$ cat src/rtl/lad_pkg.sv
`default_nettype none
// ----------------------------------------------------------------------------
// lad_pkg: shared types for the linear array deque
// Operation codes, status codes and the result record passed from the
// sequencer to the output register.
// ----------------------------------------------------------------------------
package lad_pkg;

  // Request operation codes.
  typedef enum logic [1:0] {
    OP_PUSH_FRONT = 2'd0,
    OP_PUSH_REAR  = 2'd1,
    OP_POP_FRONT  = 2'd2,
    OP_POP_REAR   = 2'd3
  } op_e;

  // Result status codes.
  typedef enum logic [1:0] {
    ST_DONE  = 2'd0,
    ST_FULL  = 2'd1,
    ST_EMPTY = 2'd2
  } status_e;

  // One result item.
  typedef struct packed {
    logic [31:0] pop_value;
    status_e     status;
  } result_t;

endpackage
`default_nettype wire

$ cat src/rtl/lad_mem.sv
`default_nettype none
// ----------------------------------------------------------------------------
// lad_mem: entry storage for the linear array deque
// One write port and one read port; read data is registered and holds
// until the next read.
// ----------------------------------------------------------------------------
module lad_mem #(
  parameter int DEPTH      = 16,
  parameter int DATA_WIDTH = 32,
  parameter int AW         = $clog2(DEPTH)
) (
  input  wire logic                  clk_i,
  input  wire logic                  we_i,
  input  wire logic [AW-1:0]         waddr_i,
  input  wire logic [DATA_WIDTH-1:0] wdata_i,
  input  wire logic                  re_i,
  input  wire logic [AW-1:0]         raddr_i,
  output logic      [DATA_WIDTH-1:0] rdata_o
);

  logic [DATA_WIDTH-1:0] mem [DEPTH];
  logic [DATA_WIDTH-1:0] rdata_q;

  // Write port.
  always_ff @(posedge clk_i) begin
    if (we_i) begin
      mem[waddr_i] <= wdata_i;
    end
  end

  // Registered read port.
  always_ff @(posedge clk_i) begin
    if (re_i) begin
      rdata_q <= mem[raddr_i];
    end
  end

  assign rdata_o = rdata_q;

endmodule
`default_nettype wire

$ cat src/rtl/lad_seq.sv
`default_nettype none
// ----------------------------------------------------------------------------
// lad_seq: request sequencer for the linear array deque
// Holds the front and rear positions and the empty flag, and drives the
// write and read ports of the memory, with at most one access per cycle;
// the shift is done as a read/write walk from the rear down to slot zero.
// ----------------------------------------------------------------------------
module lad_seq #(
  parameter int DEPTH      = 16,
  parameter int DATA_WIDTH = 32,
  parameter int AW         = $clog2(DEPTH)
) (
  input  wire logic                  clk_i,
  input  wire logic                  rst_ni,
  input  wire logic                  in_valid_i,
  output logic                       in_ready_o,
  input  wire lad_pkg::op_e          op_i,
  input  wire logic [31:0]           value_i,
  input  wire logic                  shift_i,
  input  wire logic                  out_free_i,
  output logic                       res_valid_o,
  output lad_pkg::result_t           res_o,
  output logic                       mem_we_o,
  output logic      [AW-1:0]         mem_waddr_o,
  output logic      [DATA_WIDTH-1:0] mem_wdata_o,
  output logic                       mem_re_o,
  output logic      [AW-1:0]         mem_raddr_o,
  input  wire logic [DATA_WIDTH-1:0] mem_rdata_i
);
  import lad_pkg::*;

  localparam logic [AW-1:0] LAST = AW'(DEPTH - 1);

  typedef enum logic [4:0] {
    S_IDLE  = 5'b00001,
    S_POP   = 5'b00010,
    S_SH_RD = 5'b00100,
    S_SH_WR = 5'b01000,
    S_FIN   = 5'b10000
  } state_e;

  state_e                state_q, state_d;
  logic [AW-1:0]         front_q, front_d;
  logic [AW-1:0]         rear_q, rear_d;
  logic                  empty_q, empty_d;
  logic [AW-1:0]         idx_q, idx_d;
  logic [DATA_WIDTH-1:0] val_q, val_d;
  logic                  accept;
  logic [DATA_WIDTH-1:0] in_word;

  assign in_ready_o = (state_q == S_IDLE) && out_free_i;
  assign accept     = in_valid_i && in_ready_o;
  assign in_word    = DATA_WIDTH'(value_i);

  // Next-state and memory port control.
  always_comb begin
    state_d     = state_q;
    front_d     = front_q;
    rear_d      = rear_q;
    empty_d     = empty_q;
    idx_d       = idx_q;
    val_d       = val_q;
    mem_we_o    = 1'b0;
    mem_waddr_o = '0;
    mem_wdata_o = in_word;
    mem_re_o    = 1'b0;
    mem_raddr_o = '0;
    res_valid_o = 1'b0;
    res_o       = '{pop_value: '0, status: ST_DONE};

    unique case (state_q)
      S_IDLE: begin
        if (accept) begin
          unique case (op_i)
            OP_PUSH_FRONT: begin
              res_valid_o = 1'b1;
              if (empty_q) begin
                mem_we_o = 1'b1;
                front_d  = '0;
                rear_d   = '0;
                empty_d  = 1'b0;
              end else if (front_q != '0) begin
                mem_we_o    = 1'b1;
                mem_waddr_o = front_q - 1'b1;
                front_d     = front_q - 1'b1;
              end else if (shift_i && (rear_q < LAST)) begin
                // Walk the entries up one slot, starting at the rear.
                res_valid_o = 1'b0;
                idx_d       = rear_q;
                val_d       = in_word;
                state_d     = S_SH_RD;
              end else begin
                res_o.status = ST_FULL;
              end
            end
            OP_PUSH_REAR: begin
              res_valid_o = 1'b1;
              if (empty_q) begin
                mem_we_o = 1'b1;
                front_d  = '0;
                rear_d   = '0;
                empty_d  = 1'b0;
              end else if (rear_q >= LAST) begin
                res_o.status = ST_FULL;
              end else begin
                mem_we_o    = 1'b1;
                mem_waddr_o = rear_q + 1'b1;
                rear_d      = rear_q + 1'b1;
              end
            end
            OP_POP_FRONT, OP_POP_REAR: begin
              if (empty_q) begin
                res_valid_o  = 1'b1;
                res_o.status = ST_EMPTY;
              end else begin
                mem_re_o    = 1'b1;
                mem_raddr_o = (op_i == OP_POP_FRONT) ? front_q : rear_q;
                state_d     = S_POP;
                if (front_q == rear_q) begin
                  front_d = '0;
                  rear_d  = '0;
                  empty_d = 1'b1;
                end else if (op_i == OP_POP_FRONT) begin
                  front_d = front_q + 1'b1;
                end else begin
                  rear_d = rear_q - 1'b1;
                end
              end
            end
          endcase
        end
      end
      S_POP: begin
        if (out_free_i) begin
          res_valid_o     = 1'b1;
          res_o.pop_value = 32'(signed'(mem_rdata_i));
          state_d         = S_IDLE;
        end
      end
      S_SH_RD: begin
        mem_re_o    = 1'b1;
        mem_raddr_o = idx_q;
        state_d     = S_SH_WR;
      end
      S_SH_WR: begin
        mem_we_o    = 1'b1;
        mem_waddr_o = idx_q + 1'b1;
        mem_wdata_o = mem_rdata_i;
        if (idx_q == '0) begin
          state_d = S_FIN;
        end else begin
          idx_d   = idx_q - 1'b1;
          state_d = S_SH_RD;
        end
      end
      S_FIN: begin
        if (out_free_i) begin
          mem_we_o    = 1'b1;
          mem_wdata_o = val_q;
          rear_d      = rear_q + 1'b1;
          res_valid_o = 1'b1;
          state_d     = S_IDLE;
        end
      end
      default: begin
        state_d = S_IDLE;
      end
    endcase
  end

  // Control registers.
  always_ff @(posedge clk_i or negedge rst_ni) begin
    if (!rst_ni) begin
      state_q <= S_IDLE;
      front_q <= '0;
      rear_q  <= '0;
      empty_q <= 1'b1;
      idx_q   <= '0;
    end else begin
      state_q <= state_d;
      front_q <= front_d;
      rear_q  <= rear_d;
      empty_q <= empty_d;
      idx_q   <= idx_d;
    end
  end

  // Held push value for the shift path.
  always_ff @(posedge clk_i) begin
    val_q <= val_d;
  end

endmodule
`default_nettype wire

$ cat src/rtl/linear_array_deque.sv
`default_nettype none
// ----------------------------------------------------------------------------
// linear_array_deque: double-ended queue in a linear array
// Push and pop at either end of a non-circular array, with an optional
// shift of all entries when pushing at the front of slot zero.
// ----------------------------------------------------------------------------
//  Channel   Dir  Fields (tdata / tuser)
//  s_axis    in   push_value / operation, shift_allowed
//  m_axis    out  pop_value / status
//
// A push without a shift writes its entry when accepted, unless full; a pop
// reads the entry, then gives the result. A push front that shifts does a
// read/write pair for each word moved, from the rear down to slot zero,
// then a final write of the new value to slot zero.
// Reset clears positions and sets the empty flag; entry storage is not cleared.
// A result waits in the output register; the next item is accepted in the
// cycle that result is taken.
// ----------------------------------------------------------------------------
module linear_array_deque #(
  parameter int DEPTH      = 16,
  parameter int DATA_WIDTH = 32
) (
  input  wire logic        clk_i,
  input  wire logic        rst_ni,
  input  wire logic        s_axis_tvalid,
  output logic             s_axis_tready,
  input  wire logic [31:0] s_axis_tdata,   // [31:0] push_value
  input  wire logic [2:0]  s_axis_tuser,   // [1:0] operation, [2] shift_allowed
  output logic             m_axis_tvalid,
  input  wire logic        m_axis_tready,
  output logic      [31:0] m_axis_tdata,   // [31:0] pop_value
  output logic      [1:0]  m_axis_tuser    // [1:0] status
);
  import lad_pkg::*;

  localparam int AW = $clog2(DEPTH);

  logic                  out_valid_q;
  result_t               out_res_q;
  logic                  out_free;
  logic                  res_valid;
  result_t               res;
  logic                  mem_we;
  logic [AW-1:0]         mem_waddr;
  logic [DATA_WIDTH-1:0] mem_wdata;
  logic                  mem_re;
  logic [AW-1:0]         mem_raddr;
  logic [DATA_WIDTH-1:0] mem_rdata;

  assign out_free = !out_valid_q || m_axis_tready;

  lad_seq #(
    .DEPTH      (DEPTH),
    .DATA_WIDTH (DATA_WIDTH),
    .AW         (AW)
  ) u_seq (
    .clk_i       (clk_i),
    .rst_ni      (rst_ni),
    .in_valid_i  (s_axis_tvalid),
    .in_ready_o  (s_axis_tready),
    .op_i        (op_e'(s_axis_tuser[1:0])),
    .value_i     (s_axis_tdata),
    .shift_i     (s_axis_tuser[2]),
    .out_free_i  (out_free),
    .res_valid_o (res_valid),
    .res_o       (res),
    .mem_we_o    (mem_we),
    .mem_waddr_o (mem_waddr),
    .mem_wdata_o (mem_wdata),
    .mem_re_o    (mem_re),
    .mem_raddr_o (mem_raddr),
    .mem_rdata_i (mem_rdata)
  );

  lad_mem #(
    .DEPTH      (DEPTH),
    .DATA_WIDTH (DATA_WIDTH),
    .AW         (AW)
  ) u_mem (
    .clk_i   (clk_i),
    .we_i    (mem_we),
    .waddr_i (mem_waddr),
    .wdata_i (mem_wdata),
    .re_i    (mem_re),
    .raddr_i (mem_raddr),
    .rdata_o (mem_rdata)
  );

  // Output register valid flag.
  always_ff @(posedge clk_i or negedge rst_ni) begin
    if (!rst_ni) begin
      out_valid_q <= 1'b0;
    end else if (res_valid) begin
      out_valid_q <= 1'b1;
    end else if (m_axis_tready) begin
      out_valid_q <= 1'b0;
    end
  end

  // Output register payload.
  always_ff @(posedge clk_i) begin
    if (res_valid) begin
      out_res_q <= res;
    end
  end

  assign m_axis_tvalid = out_valid_q;
  assign m_axis_tdata  = out_res_q.pop_value;
  assign m_axis_tuser  = out_res_q.status;

  // A new result never overwrites one that is still waiting.
  assert property (@(posedge clk_i) disable iff (!rst_ni)
    res_valid |-> out_free)
    else $error("result issued while output register is occupied");

  // A rejected request carries a zero pop value.
  assert property (@(posedge clk_i) disable iff (!rst_ni)
    (res_valid && (res.status != ST_DONE)) |-> (res.pop_value == '0))
    else $error("rejected request with nonzero pop value");

  // An item without an immediate result keeps the block busy next cycle.
  assert property (@(posedge clk_i) disable iff (!rst_ni)
    (s_axis_tvalid && s_axis_tready && !res_valid) |=> !s_axis_tready)
    else $error("multi-cycle item did not hold off the input");

endmodule
`default_nettype wire
$ cat config.mk
export PLATFORM = sky130hd
export DESIGN_NAME = linear_array_deque
export DESIGN_NICKNAME = d
export VERILOG_FILES = /design/src/rtl/lad_pkg.sv /design/src/rtl/lad_mem.sv /design/src/rtl/lad_seq.sv /design/src/rtl/linear_array_deque.sv
export SDC_FILE = /design/constraint.sdc
export NUM_CORES = 1
export LEC_CHECK = 0
export ABC_AREA = 0
export BUFFER_PORTS_ARGS = -buffer_cell sky130_fd_sc_hd__buf_2
export CAP_MARGIN = 20
export CORE_MARGIN = 4
export CORE_UTILIZATION = 50
export DETAILED_ROUTE_END_ITERATION = 10
export MAX_ROUTING_LAYER = met4
export PLACE_DENSITY = 0.66
export SYNTH_ARGS = -nofsm -noshare
export SYNTH_HDL_FRONTEND = slang
export SYNTH_HIERARCHICAL = 1
export SYNTH_SLANG_ARGS = --single-unit
$ cat constraint.sdc
create_clock -name clk_i -period 5.4 [get_ports clk_i]
set_input_delay 0.27 -clock clk_i [delete_from_list [all_inputs] [get_ports clk_i]]
set_output_delay 0.27 -clock clk_i [all_outputs]
set_load 0.03 [all_outputs]
* After elaboration in Yosys (flattened, before gate mapping)
Memory sizes are Yosys's and may differ from the RTL's. A register that Yosys moved wholly into a read port is not among the register bits. Index checks and enable logic that the tools add are counted.
Word-level totals: register bits 85, memory bits (writable) 512, bits of input ports 39, output and inout port bits 36, word-level logic and storage cells 149, memories kept 1
Memory list:
- u_mem.mem | words 16, bits a word 32, rd ports 1, clocked after memory_dff 1, wr ports 1, line lad_mem.sv:21 | logic [DATA_WIDTH-1:0] mem [DEPTH];
Cells by class: add/sub/neg operators 6, magnitude comparators 2, equal/unequal tests 29, mux-type cells 79, bitwise gates (word level) 2, reduce and logical (&&, ||, !) cells 21
Operator list (count):
- $mux 4 | 28
- $pmux 32 s2 | 1
- $pmux 4 s2 | 5
- $mux 5 | 7
- $mux 32 | 1
- $pmux 4 s3 | 2
- $mux 1 | 22
- $reduce_and 7->1 | 3
- $pmux 5 s4 | 1
- $ne 3x3->1 const B | 5
- $add 4x1->4 const B | 3
- $ne 2x2->1 const B | 6
- $reduce_and 6->1 | 2
- $sub 4x1->4 const B | 3
- $pmux 5 s2 | 1
- $mux 2 | 4
- $ne 2x1->1 const B | 4
- $pmux 1 s2 | 4
- $ne 3x1->1 const B | 2
- $pmux 1 s3 | 2
- $pmux 2 s3 | 1
- $reduce_bool 2->1 | 3
- $reduce_or 2->1 | 3
- $eq 5x1->1 const B | 1
- 20 further kinds | 25

* Depth between registers and ports, before layout
word-level depth 9, gate-level depth with buffers 10, depth with buffers taken out 8

* Cells and area by module
The synthesis kept the hierarchy.
By module, submodules not included:
- lad_mem | instances 1, cells an instance 838, area each 20155.6 um^2, seq. area each 16335.7 um^2
- lad_seq | instances 1, cells an instance 372, area each 3338.2 um^2, seq. area each 1413.9 um^2
- linear_array_deque | instances 1, cells an instance 37, area each 1068.5 um^2, seq. area each 1046.0 um^2

* Worst setup path after synthesis
No wires, ideal clock.
kind reg-to-reg, start point reg u_seq.state_q[4], end point mem u_mem.mem[0][0], enable pin, setup time 461 ps, data arrival time 4303 ps, required time 4939 ps, path slack 636 ps, stages on the path, launching flop included 8, path buffers 1, clock period less this slack 4764 ps, cells stage by stage dfrtp_1 > or3_4 > nor3b_2 > nor2_1 > clkbuf_1 > o21ai_0 > or3b_2 > nor3_1
On the way: longest elaborated chain between the ends 7, elaborated cells between the ends (all ways) 11, classes of those cells eq/ne (3); mux (6); reduce/logical (2)
Ends and longest elaborated chain:
- start: declaration | line lad_seq.sv:42 | state_e state_q, state_d;
- start signal: assignment | line lad_seq.sv:180 | state_q <= state_d;
- $eq 5x1->1 | line lad_seq.sv:51, lad_seq.sv:71
- $logic_and 1x1->1 | line lad_seq.sv:51 | assign in_ready_o = (state_q == S_IDLE) && out_free_i;
- $logic_and 1x1->1 | line lad_seq.sv:52 | assign accept = in_valid_i && in_ready_o;
- $mux 1 | line lad_seq.sv:73 | if (accept) begin
- $pmux 1 s3 * | line lad_seq.sv:71 | unique case (state_q)
- net mem_we | line linear_array_deque.sv:43 | logic mem_we;
- $mux 1 * | line lad_mem.sv:26 | if (we_i) begin
- $mux 1 (implied by the code) * | line lad_mem.sv:27 | mem[waddr_i] <= wdata_i;
- end: declaration | line lad_mem.sv:21
Mark *: on every way through the listed nets, which the timed path passes. The rest lies on a longest branch.

* Worst setup path after layout
start point reg u_seq.state_q[2], end point reg u_mem.rdata_q[16] (netlist: u_mem/rdata_o[16]) (read register of u_mem.mem) (data pin)
On the way: longest elaborated chain between the ends 5, elaborated cells between the ends (all ways) 8, classes of those cells eq/ne (2); mux (4); reduce/logical (2)
Ends and longest elaborated chain:
- $eq 5x1->1 | line lad_seq.sv:51, lad_seq.sv:71
- $logic_and 1x1->1 | line lad_seq.sv:51
- $logic_and 1x1->1 | line lad_seq.sv:52
- $mux 4 | line lad_seq.sv:73
- $pmux 4 s2 * | line lad_seq.sv:71
- net mem_raddr[2] | line linear_array_deque.sv:47 | logic [AW-1:0] mem_raddr;
- end: declaration | line lad_mem.sv:22 | logic [DATA_WIDTH-1:0] rdata_q;
Marked as above. A chain may end at the register's enable or synchronous reset.

==> results.tsv <==
metric	value	unit
ys_warn_count	6	
clk_pin_slew	60	ps
place.gp.congestion	0.876	
diodes	0	
clk_latency	570	ps
h-tree-depth	3	
power.total	0.0114	W
synthTopCellsByArea	edfxtp_1 75%, mux4_2 12%, a22oi_1 3.0%, dfrtp_1 1.7%, nand2_1 1.7%	
dp_hpwl	31.1	mm
crit_required	5830	ps
postRouteWirelength	56.6	mm
cp_cell_sequence	nor4_2, nand4_1, or3_1, o21ai_0, nor2b_4, buf_4, a22oi_1, nand2_1	
layout.nets	1445	
grt-ovfl-total	0	
io_pins	75	
hold-path-cell-count	3	
ir_drop	0.000258	V
num_rows	80	
drv_cap	0	
rsz0062_at_grt	no	
die_h	230	um
wl_per_cell	26.9	um
status	finished clean	
area_growth	15.7	%
cp_max_fo	18	
grt_pass1_wl	85.0	mm
postCtsSetupBuffers	0	
grt_start_max_net_pins	54	
min_to	m_axis_tvalid$_DFFE_PN0P_	
highest-signal-layer	met4	
dieWidth	230	um
die_area	52700	sq um
reg2reg_setup_slack	1200	ps
dr_wl_met2	27.6	mm
hold_viol	0	
num-fill-cells	3461	
worstRegToRegCells	8	
numCtsBuffers	66	
syn_nets	1294	
postRouteAntennaNets	0	
cts_resized	0	
via_per_inst	6.01	
mostFrequentLayoutCells	610 x edfxtp_1, 128 x mux4_2, 113 x nand2_1	
cts_buffer_depth	3	
p_leak	9.21	nW
tightest_slew	1030	ps
period_share	77.8	%
ys_types	60	
critPathMaxStageDelay	690	ps
drive_gt1_share	25.7	%
tritoncts	done	
synth_top_area_share	74.6	%
relSlewSlack	31.7	%
core-area	48100	sq um
worst_r2r_endpoint	u_mem/rdata_o[16]$_DFFE_PP_	
dr.pass1.iters	5	
remaining_drc_errors	0	
hold_path.class	input port to flip-flop	
drt_iter0_drc	1424	
vias	12600	
mostFrequentLayoutCell	edfxtp_1	
wl_met3	3.96	mm
min-delay-start	m_axis_tready	
synth_enable_flop_cells	610	
initial_utilization	51.0	%
cts_sinks	629	
path_class	flip-flop to flip-flop	
critPathSlowestCell	o21ai_0	
finClkSkew	13.5	ps
synth.cell_area	24600	sq um
arrival	4640	ps
grt_antenna_before_repair	0	
synth_top_area_cell	edfxtp_1	
synthCells	1247	
root_buffer	clkbuf_16	
min_period	4200	ps
synthArstFlopShare	3.02	%
worstSetupStartpointType	flip-flop	
fin_tns_setup	0	ps
avgSynthCellArea	19.7	sq um
setup_violations	0	
hold_buffers	34	
track_usage	22.3	%
timing.critical_path.to_type	flip-flop	
synth_seq_cells	629	
grt_pass1_vias	12900	
r2r_start	u_seq/state_q[2]$_DFFE_PN0P_	
fmax	238	MHz
p_per_area	400	nW/um^2
wl_met1	24.1	mm
yosysSeqAreaShare	76.5	%
synth_ff_type	edfxtp_1	
maxSlewViolCount	0	
port-buffer-count	74	
[layout make-up]
class	count	area (sq um)	area share, %
clock inverter	33	211	0.744
sequential	629	18800	66.2
multi-input combinational	536	5600	19.7
timing repair buffer	153	1150	4.04
tap	656	821	2.89
clock buffer	86	1790	6.30
inverter	12	45.0	0.159
[cell usage after synthesis, types with 10 or more instances]
cell type,n
nand2_1,113
a22oi_1,99
buf_2,15
edfxtp_1,610
mux4_2,128
o21ai_0,12
buf_1,11
dfrtp_1,17
nand3_1,10
inv_1,12
and2_1,33
nor2_1,23
clkbuf_1,34
nor3_1,13
[flip-flops by register name, indices dropped and copies added, names as in the netlist]
signal / count
u_seq/rear_q: 4
u_seq/state_q: 5
m_axis_tdata: 32
m_axis_tuser: 2
u_seq/empty_q: 1
u_seq/front_q: 4
m_axis_tvalid: 1
u_mem/rdata_o: 32
u_mem/mem: 512
u_seq/val_q: 32
u_seq/idx_q: 4
[worst max-delay path: cells and delay by family (launching register included)]
family,cells,cell delay [ps]
flops,1,440
compound gates,2,810
buf+inv,1,460
simple gates,5,2330
[power by group]
| part | internal, W | switching, W |
|---|---|---|
| registers | 0.00560 | 0.000153 |
| clock network | 0.00244 | 0.00177 |
| logic | 0.000552 | 0.000852 |
| total | 0.00859 | 0.00278 |
[metal layers]
metal	vias to the layer above	GRT usage [%]
met5	-	-
li1	5413	-
met3	77	3.64
met1	6661	31.6
met2	495	34.8
met4	0	5.21
[stage by stage]
stage / setup slack (ps) / hold WS [ps] / area [sq um] / utilization, % / cells
CTS: 1190 / 6.44 / 28400 / 59.0 / 2104
floorplan: 636 / -25.6 / 24600 / - / 1247
global route: 1010 / 19.0 / 28400 / 59.0 / 2105
finish: 1200 / 27.6 / 28400 / 59.0 / 2105
global placement: 1380 / 256 / 26100 / 54.1 / 1951
detailed placement: 1220 / 259 / 26100 / 54.1 / 1951
[worst max-delay path by stage]
stage	start	to	cells past startpoint	slack, ps
after floorplan	u_seq/state_q[4]$_DFFE_PN0P_	u_mem/mem[0][0]$_DFFE_PP_	7	640
after global placement	u_seq/state_q[2]$_DFFE_PN0P_	u_mem/mem[11][17]$_DFFE_PP_	7	1380
after detailed placement	u_seq/state_q[2]$_DFFE_PN0P_	u_mem/mem[10][20]$_DFFE_PP_	7	1220
after CTS	u_seq/state_q[2]$_DFFE_PN0P_	u_mem/mem[10][0]$_DFFE_PP_	7	1190
after global routing	u_seq/state_q[2]$_DFFE_PN0P_	u_mem/rdata_o[17]$_DFFE_PP_	8	1010
final	u_seq/state_q[2]$_DFFE_PN0P_	u_mem/rdata_o[16]$_DFFE_PP_	8	1200
[cell families (layout without fill, tap and decap cells)]
logic type	after synthesis	after routing	synth area share, %
flops	629	629	76.5
simple gates	225	225	4.43
compound gates	153	153	4.60
mux	135	135	12.0
buf+inv	82	284	1.47
xor+xnor	15	15	0.535
fa+ha+maj	8	8	0.408
Note: power is estimated with default switching activity, not from simulation.
